<file path="config.mk">
export PLATFORM = sky130hd
export DESIGN_NAME = fpn_div
export DESIGN_NICKNAME = d
export VERILOG_FILES = /design/src/hdl/fpn_pkg.sv /design/src/hdl/fpn_div.sv
export SDC_FILE = /design/constraint.sdc
export NUM_CORES = 1
export LEC_CHECK = 0
export BUFFER_PORTS_ARGS = -buffer_cell sky130_fd_sc_hd__buf_4
export CAP_MARGIN = 0
export CORE_ASPECT_RATIO = 1.75
export CORE_MARGIN = 2
export CORE_UTILIZATION = 40
export DETAILED_ROUTE_END_ITERATION = 12
export SYNTH_ARGS = -nofsm -noshare
export SYNTH_HDL_FRONTEND = slang
export SYNTH_SLANG_ARGS = --single-unit
</file>
<file path="constraint.sdc">
create_clock -name i_clk -period 2.48 [get_ports i_clk]
set_input_delay 0.62 -clock i_clk [delete_from_list [all_inputs] [get_ports i_clk]]
set_output_delay 0.62 -clock i_clk [all_outputs]
set_load 0.01 [all_outputs]
</file>
<file path="src/hdl/fpn_pkg.sv">
// Shared types and constants for the frame peak normalizer.
package fpn_pkg;

    localparam int CHAN_W     = 8;
    localparam int PIXEL_W    = 4 * CHAN_W;
    localparam int CFG_IDX_W  = 4;
    localparam int CFG_DATA_W = 9;
    localparam int DIVIDEND_W = 2 * CHAN_W;

    localparam logic [CHAN_W-1:0] FULL_LEVEL = 8'd255;

    // operation codes
    localparam logic [1:0] OP_WRITE = 2'd0;
    localparam logic [1:0] OP_READ  = 2'd1;
    localparam logic [1:0] OP_NORM  = 2'd2;

    // result kinds
    localparam logic RK_PIXEL = 1'b0;
    localparam logic RK_PEAK  = 1'b1;

    // configuration register indexes
    localparam logic [CFG_IDX_W-1:0] CFG_FRAME_WIDTH  = 4'd0;
    localparam logic [CFG_IDX_W-1:0] CFG_FRAME_HEIGHT = 4'd1;

    localparam logic [CFG_DATA_W-1:0] FRAME_DIM_RESET = 9'd256;

    typedef struct packed {
        logic [1:0]        operation;
        logic [CHAN_W-1:0] x_coord;
        logic [CHAN_W-1:0] y_coord;
        logic [CHAN_W-1:0] red_in;
        logic [CHAN_W-1:0] green_in;
        logic [CHAN_W-1:0] blue_in;
        logic [CHAN_W-1:0] alpha_in;
    } t_in_item;

    typedef struct packed {
        logic              result_kind;
        logic [CHAN_W-1:0] red_out;
        logic [CHAN_W-1:0] green_out;
        logic [CHAN_W-1:0] blue_out;
        logic [CHAN_W-1:0] alpha_out;
        logic [CHAN_W-1:0] peak_level;
    } t_out_item;

endpackage

</file>
<file path="src/hdl/fpn_div.sv">
// Restoring divider, one quotient bit per cycle; quotient must fit in CHAN_W bits.
module fpn_div (
    input  logic                          i_clk,
    input  logic                          i_rst_n,
    input  logic                          i_start,
    input  logic [fpn_pkg::DIVIDEND_W-1:0] i_dividend,
    input  logic [fpn_pkg::CHAN_W-1:0]     i_divisor,
    output logic                          o_done,
    output logic [fpn_pkg::CHAN_W-1:0]     o_quotient
);

    localparam int CW          = fpn_pkg::CHAN_W;
    localparam int SW          = $clog2(CW);
    localparam int DIVIDEND_HI = fpn_pkg::DIVIDEND_W - 1;

    logic          r_busy;
    logic          r_done;
    logic [SW-1:0] r_cnt;
    logic [CW-1:0] r_rem;
    logic [CW-1:0] r_low;
    logic [CW-1:0] r_quo;

    logic [CW:0]   w_trial;
    logic [CW:0]   w_diff;
    logic          w_ge;

    always_comb begin
        w_trial = {r_rem, r_low[CW-1]};
        w_ge    = (w_trial >= {1'b0, i_divisor});
        w_diff  = w_trial - {1'b0, i_divisor};
    end

    always_ff @(posedge i_clk) begin
        if (!i_rst_n) begin
            r_busy <= 1'b0;
            r_done <= 1'b0;
            r_cnt  <= '0;
        end else begin
            r_done <= 1'b0;
            if (i_start) begin
                // high half is below the divisor, so start from it directly
                r_rem  <= i_dividend[DIVIDEND_HI:CW];
                r_low  <= i_dividend[CW-1:0];
                r_cnt  <= '0;
                r_busy <= 1'b1;
            end else if (r_busy) begin
                r_rem <= w_ge ? w_diff[CW-1:0] : w_trial[CW-1:0];
                r_low <= {r_low[CW-2:0], 1'b0};
                r_quo <= {r_quo[CW-2:0], w_ge};
                r_cnt <= r_cnt + SW'(1);
                if (r_cnt == SW'(CW - 1)) begin
                    r_busy <= 1'b0;
                    r_done <= 1'b1;
                end
            end
        end
    end

    assign o_done     = r_done;
    assign o_quotient = r_quo;

endmodule

</file>
==> metrics.yaml, run 1 <==
drt:
  drt_pass1_iterations: 4
  vias: 1265
  ant_nets: 0
  vias_per_cell: 5.25
  wl_um: 3490
  route.detailed.drc: 0
  routedWlPerCell_um: 14.5
  drtIter0Drc: 26
die:
  ios: 36
  chipHeight_um: 89.4
  initial_core_util_pct: 40.9
  core_area_mm2: 0.00407
  die_area_mm2: 0.00472
  die_x_um: 52.8
  rows: 31
power_and_ir_drop:
  power.leakage_uw: 0.000859
  p_seq_share_pct: 46.9
  p_per_area_mw_per_mm2: 591
  switching_share_pct: 27.9
  internal-power_uw: 891
  ir_drop_uv: 405
  power.switching_uw: 344
  clkPwrFrac_pct: 30.3
  pwr-share-comb_pct: 22.8
cells_and_area:
  multi_input_area_um2: 785
  fin_area_mm2: 0.00209
  nFillCells: 382
  n_antenna_cell: 0
  layout.area.seq_um2: 821
  drive_gt1_share_pct: 32.3
  area_growth_pct: 25.5
  finalNetCount: 229
grt:
  grt_util_met2_pct: 30.0
  grt_usage_pct: 16.8
  grt_pass1_wl_um: 5730
  grt_pass1_vias: 1270
  antenna_found_initial: 0
  gr-usage-met3_pct: 3.34
  busiest_layer: "met2"
  grt_start_max_net_pins: 17
  grt_remaining_overflow: 0
  grt.met1_usage_pct: 18.6
logic_synthesis:
  netlist_area_mm2: 0.00167
  synth_warnings: 0
  yosysUniqueCellTypes: 41
  yosysSeqAreaShare_pct: 49.2
  syn_inst: 149
  async_flop_share_pct: 0
  synth_flop_cell: "edfxtp_1"
  synth.avg_cell_area_um2: 11.2
  synth_enable_flop_cells: 24
  syn-num-nets: 187
  ys_seq_elements: 29
status:
  status: "complete, no violations"
setup_path:
  cp.arrival_ps: 2190
  setup.worst_path.start_class: "input port"
  regToRegStartpoint: "r_rem[0]$_DFFE_PP_"
  endpoint: "r_rem[3]$_DFFE_PP_"
  ff2ff_path_depth: 6
  cp.required_ps: 2500
  worst_setup_path_end_kind: "register"
  critPathMaxFanout: 8
  crit_path_start: "i_divisor[1]"
  crit_type: "in2reg"
  reg2reg_to: "r_rem[3]$_DFFE_PP_"
  r2r_slack_ps: 330
place:
  io_buffers: 35
  pre_cts_ws_ps: 41.1
  place_hpwl_um: 2750
  routabilityCongestion: 0.848
  placed_area_mm2: 0.00200
sta:
  hold_viol_final: 0
  tns_ps: 0
  fin_crit_ps: 2170
  worst_slack_ps: 309
  tightest_slew_ps: 403
  slew_headroom_pct: 73.0
  finalCritPeriodShare_pct: 87.5
  setup_viol_count_final: 0
  final_max_slew_viol_count: 0
  rsz0062_at_grt: "no"
  finalClockSkew_ps: 1.64
  fmax_mhz: 461
clock_network:
  cts_sinks: 29
  clock_latency_ps: 280
  cts_tree: "built"
  cts_resized: 0
  hold_buffers: 0
  numCtsBuffers: 5
  post_cts_buffers: 0
  htreeDepth: 2
  cts_buffer_depth: 2
  cts.reportedPaths.clkPinSlew_ps: 60
  clock-root-buffer: "clkbuf_8"
job:
  cap_violations: 0
hold_path:
  hold_class: "reg2reg"
## synthesized netlist by cell type (2+ instances only)
master    count  area (µm²)
clkbuf_1      3        11.3
nand2_1       9        33.8
o21a_1        4        30.0
nand3_1       6        30.0
a31oi_1       5        31.3
nand2b_1      2        12.5
nor2_1       14        52.6
ha_1         10         125
inv_1        12        45.0
mux2i_1       4        40.0
nor4_1        2        12.5
a311oi_1      2        17.5
xnor2_1       2        17.5
edfxtp_1     24         721
and2_1        3        18.8
o22ai_1       2        12.5
o211ai_1      2        15.0
mux2_2        7        78.8
o21ai_0      10        50.1
dfxtp_1       5         100
## layout by cell type (no fill, tap or decap), types with 2 or more instances in the layout
cell type,n
dfxtp_1,5
o21ai_0,10
clkbuf_8,5
a311oi_1,2
inv_1,12
o22ai_1,2
a31oi_1,5
o21a_1,4
mux2_2,7
mux2i_1,4
nor2_1,14
nor4_1,2
buf_4,39
edfxtp_1,24
ha_1,10
nand2_1,9
clkinv_2,2
nand2b_1,2
nand3_1,6
o211ai_1,2
xnor2_1,2
and2_1,3
## power by group through the flow
stage	Sequential (µW)	Combinational, µW	Clock [µW]
final	580	281	374
after CTS	580	284	383
after detailed placement	590	282	0
after global routing	582	315	396
after floorplan	584	194	0
after global placement	589	277	0
## critical path: stages
cell	delay, ps
buf_4	90
inv_1	40
ha_1	300
nor2b_4	130
o31a_2	340
o21a_1	280
o21ai_0	270
a31oi_1	110
## cell type report
type,instances,area share [%]
inverters,12,2.15
clock inverters,3,0.838
well taps,49,2.93
clock buffers,5,3.29
repair buffers,39,14.0
flip-flops and latches,29,39.3
multi-input cells,104,37.5
## metal layers
metal  routed length, µm  vias to the layer above
met1                1300                      588
met4                 105                        0
met3                 170                        7
li1                    -                      632
met2                1920                       38
met5                   0                        -
## registers in the layout (all words and copies together), names as in the netlist
name	cells
r_busy	1
o_done	1
r_low	8
o_quotient	8
r_rem	8
r_cnt	3
## worst min-delay path by stage
stage,startpoint,endpoint,slack [ps],cells after the start
floorplan,r_cnt[1]$_SDFFE_PP0P_,r_cnt[1]$_SDFFE_PP0P_,460,2
global placement,o_quotient[2]$_DFFE_PP_,o_quotient[3]$_DFFE_PP_,440,0
detailed placement,o_quotient[3]$_DFFE_PP_,o_quotient[4]$_DFFE_PP_,450,0
CTS,o_quotient[6]$_DFFE_PP_,o_quotient[7]$_DFFE_PP_,460,0
global route,o_quotient[6]$_DFFE_PP_,o_quotient[7]$_DFFE_PP_,470,0
finish,o_quotient[3]$_DFFE_PP_,o_quotient[4]$_DFFE_PP_,460,0
## stage by stage
stage | instances | util (%) | power (µW) | hold WS, ps
finish | 241 | 51.3 | 1240 | 458
global route | 241 | 51.3 | 1290 | 467
CTS | 241 | 51.3 | 1250 | 462
detailed placement | 233 | 49.2 | 872 | 447
global placement | 233 | 49.2 | 866 | 442
floorplan | 149 | - | 779 | 465
## cells by family after synthesis
kind of cell	after synthesis	share of synthesized area (%)
fa+ha+maj	11	8.71
mux	11	7.13
xor+xnor	3	1.58
buf+inv	16	3.68
simple gates	43	13.1
flops	29	49.2
compound gates	36	16.6
No activity file was read; power rests on OpenSTA's default activity.
==> run 2: changes to the inputs <==
--- a/config.mk
+++ b/config.mk
@@ -5,12 +5,12 @@
 export SDC_FILE = /design/constraint.sdc
 export NUM_CORES = 1
 export LEC_CHECK = 0
-export BUFFER_PORTS_ARGS = -buffer_cell sky130_fd_sc_hd__buf_4
 export CAP_MARGIN = 0
 export CORE_ASPECT_RATIO = 1.75
 export CORE_MARGIN = 2
 export CORE_UTILIZATION = 40
 export DETAILED_ROUTE_END_ITERATION = 12
+export DONT_BUFFER_PORTS = 1
 export SYNTH_ARGS = -nofsm -noshare
 export SYNTH_HDL_FRONTEND = slang
 export SYNTH_SLANG_ARGS = --single-unit
==> constraint.sdc (replaced) <==
create_clock -name i_clk -period 2.48 [get_ports i_clk]
set_input_delay 0 -clock i_clk [delete_from_list [all_inputs] [get_ports i_clk]]
set_output_delay 0 -clock i_clk [all_outputs]
set_load 0.01 [all_outputs]
==> run 2 against run 1 <==
Compared with the run above: global-route usage is 0.97 points lower; die area unchanged; clock skew rose by 1.0 ps; cell count shrank 11%; sequential power hardly changed; sequential cell count stayed put; critical path depth decreased by 2.
==> metrics.yaml, run 2 (synthesis gave the netlist of run 1 again) <==
cells_and_area:
  layout_commonest_cell: "edfxtp_1"
  area_growth_pct: 15.7
  final_cells: 215  # -11%
  layout_common_cells: "24 x edfxtp_1, 14 x nor2_1, 13 x dlygate4sd3_1"
  n_antenna_cell: 0  # unchanged
  finalNetCount: 203  # -11%
  drive_gt1_share_pct: 13.9  # -18 points
place:
  routabilityCongestion: 0.879  # +3.6%
  place_hpwl_um: 2480  # -10%
  io_buffers: 0  # -100%
  dp_cells: 194  # -17%
die:
  rows: 31  # unchanged
  die_area_mm2: 0.00472  # unchanged
  ios: 36  # unchanged
  initial_core_util_pct: 40.9  # unchanged
  chipHeight_um: 89.4  # unchanged
  die_x_um: 52.8  # unchanged
  core_area_mm2: 0.00407  # unchanged
grt:
  antenna_found_initial: 0  # unchanged
  grt_start_max_net_pins: 18  # +1
  grt_usage_pct: 15.8  # -0.97 points
  grt_pass1_vias: 1194  # -6.0%
  grt_pass1_wl_um: 5250  # -8.3%
  grt_remaining_overflow: 0  # unchanged
setup_path:
  critPathBufInv: 0  # -2
  critPathMaxStageDelay_ps: 420  # +80 ps
  reg2reg_to: "r_rem[6]$_DFFE_PP_"
  cp_slowest_cell: "edfxtp_1"
  path_cells: "ha_1, nor2b_4, o31a_2, o21a_1, o22ai_1, a31oi_1"
  path_delay_family: "compound AO/OA/AOI/OAI gates"
  crit_cells: 6  # -2
  cp.required_ps: 2480  # -20 ps
  crit_path_start: "r_rem[0]$_DFFE_PP_"
  ff2ff_path_depth: 6  # unchanged
  crit_type: "reg2reg"
  critPathMaxFanout: 8  # unchanged
  cp.arrival_ps: 2130  # -60 ps
  worst_setup_path_end_kind: "register"
  setup.worst_path.start_class: "register"
  r2r_slack_ps: 360  # +30 ps
  regToRegStartpoint: "r_rem[0]$_DFFE_PP_"
  endpoint: "r_rem[6]$_DFFE_PP_"
power_and_ir_drop:
  power.leakage_uw: 0.000725  # -16%
  p_per_area_mw_per_mm2: 624  # +5.6%
  ir_drop_uv: 402  # -0.90%
clock_network:
  cts.reportedPaths.clkPinSlew_ps: 60  # about the same
  numCtsBuffers: 5  # unchanged
  cts_buffer_depth: 2  # unchanged
  htreeDepth: 2  # unchanged
  cts_sinks: 29  # unchanged
  clock-root-buffer: "clkbuf_8"
  clock_latency_ps: 280  # about the same
  cts_tree: "built"
hold_path:
  hp-start: "i_dividend[14]"
  hold_class: "in2reg"
sta:
  slew_headroom_pct: 53.0  # -20 points
  hold_viol_final: 0  # unchanged
  tightest_slew_ps: 705  # +302 ps
  whs_ps: 2.30  # -456 ps
  finalCritPeriodShare_pct: 85.7  # -1.9 points
  final_max_slew_viol_count: 0  # unchanged
  rsz0062_at_grt: "no"
  fmax_mhz: 471  # +2.2%
  finalClockSkew_ps: 2.68  # +1.04 ps
  setup_viol_count_final: 0  # unchanged
  fin_crit_ps: 2120  # -46.4 ps
  tns_ps: 0  # unchanged
drt:
  routedWlPerCell_um: 15.7  # +8.8%
  drtIter0Drc: 22  # -15%
  vias_per_cell: 5.46  # +4.0%
  ant_nets: 0  # unchanged
  vias: 1174  # -7.2%
  route.detailed.drc: 0  # unchanged
  drt_pass1_iterations: 4  # unchanged
  wl_um: 3390  # -3.0%
status:
  status: "complete, no violations"
job:
  cap_violations: 0  # unchanged
[run 2: cell types whose count changed in the layout (fill, tap and decap cells not counted)]
cell / change
dlygate4sd3_1: +13
buf_4: -39
[run 2: worst min-delay path by stage]
| stage | endpoint | slack (ps) | cells after the start |
|---|---|---|---|
| 3_5_place_dp | r_low[0]$_SDFFCE_PN0P_ | 210 | 1 |
| 3_3_place_gp | r_cnt[0]$_SDFFE_PP0P_ | 190 | 2 |
| 5_1_grt | r_rem[6]$_DFFE_PP_ | 4 | 2 |
| 2_1_floorplan | r_cnt[0]$_SDFFE_PP0P_ | 170 | 2 |
| 6_report | r_rem[6]$_DFFE_PP_ | 2 | 2 |
| 4_1_cts | r_rem[6]$_DFFE_PP_ | 1 | 2 |
[run 2: what timing repair did]
| item | in CTS | in global routing |
|---|---|---|
| setup buffers | 0 | 0 |
| hold buffers | 13 | 0 |
| resized for setup | 0 | 0 |
| hold endpoints to repair | 14 | 0 |
[run 2: layout make-up]
class,instances,area [µm²]
Timing Repair Buffer,13,130
Inverter,12,45.0
Clock inverter,3,17.5
Clock buffer,5,68.8
Sequential cell,29,821
Fill cell,391,2140
Tap cell,49,61.3
Multi-Input combinational cell,104,785
[run 2: power breakdown]
group / switching, µW / total (µW) / internal, µW / leakage (µW)
clock network: 176 / 369 / 193 / 0.0000439
logic: 139 / 254 / 114 / 0.000416
registers: 17.6 / 581 / 563 / 0.000266
[run 2: metrics by stage]
| step | total power (µW) | util (%) | cell area (µm²) | setup slack (ps) |
|---|---|---|---|---|
| 2_1_floorplan | 779 | - | 1670 | 534 |
| 3_3_place_gp | 822 | 42.0 | 1710 | 408 |
| 3_5_place_dp | 825 | 42.0 | 1710 | 360 |
| 4_1_cts | 1210 | 47.3 | 1930 | 355 |
| 5_1_grt | 1260 | 47.3 | 1930 | 226 |
| 6_report | 1200 | 47.3 | 1930 | 355 |
[run 2: worst register-to-register path, cell delays in order (launching register included)]
cell	delay, ps
edfxtp_1	420
ha_1	320
nor2b_4	130
o31a_2	350
o21a_1	290
o22ai_1	230
a31oi_1	110
[run 2: routing by layer]
layer / vias up / global-route usage [%] / part of all wire (%)
met5: - / 0 / 0
met4: 0 / 9.79 / 4.0
met3: 13 / 4.35 / 4.3
met2: 39 / 27.7 / 53
met1: 541 / 16.2 / 39
li1: 581 / - / -
==> run 3: changes to the inputs <==
--- a/config.mk
+++ b/config.mk
@@ -7,7 +7,6 @@
 export LEC_CHECK = 0
 export CAP_MARGIN = 0
 export CORE_ASPECT_RATIO = 1.75
-export CORE_MARGIN = 2
 export CORE_UTILIZATION = 40
 export DETAILED_ROUTE_END_ITERATION = 12
 export DONT_BUFFER_PORTS = 1
==> run 3 against run 2 <==
Compared with the run above: register-to-register slack improved by 30 ps; via count is essentially flat; routed wire length increased by 0.71%; global-route usage is 1.8 points higher; sequential power barely moved; cell count down 0.47%; clock power rose by 1%; highest routed layer unchanged.
==> metrics.yaml, run 3 (synthesis gave the netlist of run 1 again) <==
sta:
  finalCritPeriodShare_pct: 84.6  # -1.1 points
  finalClockSkew_ps: 3.54  # +0.857 ps
  fmax_mhz: 477  # +1.3%
  hold_viol_final: 0  # unchanged
  setup_viol_count_final: 0  # unchanged
  tns_ps: 0  # unchanged
  final_max_slew_viol_count: 0  # unchanged
  worst_slack_ps: 383  # +27.3 ps
  rsz0062_at_grt: "no"
  fin_crit_ps: 2100  # -27.3 ps
  tightest_slew_ps: 746  # +41.1 ps
  whs_ps: 3.83  # +1.53 ps
  slew_headroom_pct: 50.3  # -2.7 points
grt:
  grt_start_max_net_pins: 18  # unchanged
  grt_pass1_vias: 1250  # +4.7%
  grt_usage_pct: 17.6  # +1.8 points
  antenna_found_initial: 0  # unchanged
  grt_pass1_wl_um: 5750  # +9.6%
  grt_remaining_overflow: 0  # unchanged
setup_path:
  worst_setup_path_end_kind: "register"
  regToRegStartpoint: "r_rem[0]$_DFFE_PP_"
  critPathMaxStageDelay_ps: 410  # about the same
  r2r_slack_ps: 380  # +30 ps
  crit_path_start: "r_rem[0]$_DFFE_PP_"
  cp_slowest_cell: "edfxtp_1"
  setup.worst_path.start_class: "register"
  critPathMaxFanout: 5  # -3
  cpMostUsedCell: "o21ai_0"
  ff2ff_path_depth: 6  # unchanged
  path_cells: "ha_1, nor2b_4, o31a_2, o21ai_0, xor2_1, o21ai_0"
  cp.arrival_ps: 2120  # about the same
  reg2reg_to: "r_rem[7]$_DFFE_PP_"
  cp.required_ps: 2510  # +30 ps
  crit_type: "reg2reg"
drt:
  ant_nets: 0  # unchanged
  vias_per_cell: 5.48  # +0.38%
  drt_pass1_iterations: 4  # unchanged
  drtIter0Drc: 15  # -32%
  wl_um: 3410  # +0.71%
  route.detailed.drc: 0  # unchanged
  vias: 1173  # -0.085%
  routedWlPerCell_um: 15.9  # +1.2%
cells_and_area:
  area_growth_pct: 15.6  # about the same
  layout_common_cells: "24 x edfxtp_1, 14 x nor2_1, 13 x dlygate4sd3_1"
  nFillCells: 379  # -3.1%
  fin_util_pct: 48.9  # +1.5 points
  n_antenna_cell: 0  # unchanged
  layout_commonest_cell: "edfxtp_1"
  drive_gt1_share_pct: 13.9  # unchanged
  finalNetCount: 203  # unchanged
power_and_ir_drop:
  power.leakage_uw: 0.000725  # unchanged
  ir_drop_uv: 474  # +18%
  p_per_area_mw_per_mm2: 626  # +0.37%
status:
  status: "complete, no violations"
clock_network:
  cts_buffer_depth: 2  # unchanged
  post_cts_buffers: 0  # unchanged
  hold_buffers: 13  # unchanged
  clock_latency_ps: 280  # about the same
  cts_tree: "built"
  cts_resized: 0  # unchanged
  htreeDepth: 2  # unchanged
  cts_sinks: 29  # unchanged
  numCtsBuffers: 5  # unchanged
  cts.reportedPaths.clkPinSlew_ps: 70  # about the same
  clock-root-buffer: "clkbuf_8"
die:
  initial_core_util_pct: 42.3  # +1.4 points
  die_area_mm2: 0.00444  # -5.9%
  rows: 30  # -3.2%
  die_x_um: 50.8  # -3.8%
  chipHeight_um: 87.4  # -2.2%
  core_area_mm2: 0.00394  # -3.2%
  ios: 36  # unchanged
hold_path:
  hold_class: "in2reg"
  whs_endpoint: "r_rem[2]$_DFFE_PP_"
  min_path_cells: 2  # unchanged
  hp-start: "i_dividend[10]"
place:
  io_buffers: 0  # unchanged
  place_hpwl_um: 2460  # -0.71%
  routabilityCongestion: 0.891  # +1.3%
  pre_cts_ws_ps: 392  # +32.1 ps
job:
  cap_violations: 0  # unchanged
run 3: cell counts in the layout (fill, tap and decap cells not counted):
No cell type changed its count.
run 3: area by class of cell:
| type | count | area, µm² | share of cell area [%] |
|---|---|---|---|
| tap | 48 | 60.1 | 3.12 |
| inverter | 12 | 45.0 | 2.34 |
| timing repair buffer | 13 | 130 | 6.75 |
| clock buffer | 5 | 68.8 | 3.57 |
| clock inverter | 3 | 17.5 | 0.909 |
| multi-input combinational | 104 | 785 | 40.7 |
| sequential | 29 | 821 | 42.6 |
run 3: per-stage QoR:
step                std cells  area [µm²]  total power (µW)
floorplan                 149        1670               779
global placement          193        1710               822
detailed placement        193        1710               823
CTS                       214        1930              1220
global route              214        1930              1270
finish                    214        1930              1210
run 3: report_power, final:
group | leakage, µW | total, µW | switching, µW | internal [µW]
clock | 0.0000439 | 373 | 180 | 193
combinational | 0.000416 | 254 | 140 | 114
sequential | 0.000266 | 580 | 17.5 | 563
total | 0.000725 | 1210 | 337 | 870
run 3: how the worst max path moves through the flow:
stage                         endpoint  depth (start not counted)
finish              r_rem[7]$_DFFE_PP_                          6
global route        r_rem[7]$_DFFE_PP_                          6
CTS                 r_rem[3]$_DFFE_PP_                          6
detailed placement  r_rem[3]$_DFFE_PP_                          6
global placement    r_rem[3]$_DFFE_PP_                          6
floorplan           r_rem[0]$_DFFE_PP_                          6
run 3: worst max-delay path: cells and delay by family, from the launching register on:
kind                     cells  cell delay [ps]
AO/OA/AOI/OAI                3              800
XOR/XNOR                     1              180
adder cells (fa/ha/maj)      1              320
flip-flops                   1              410
AND/OR/NAND/NOR              1              130
run 3: routing by layer:
metal	wire length [µm]	GRT usage (%)	up-vias
met4	84	6.82	0
met3	110	4.71	9
met2	1800	31.5	36
li1	-	-	582
met1	1410	19.3	546
met5	0	0	-
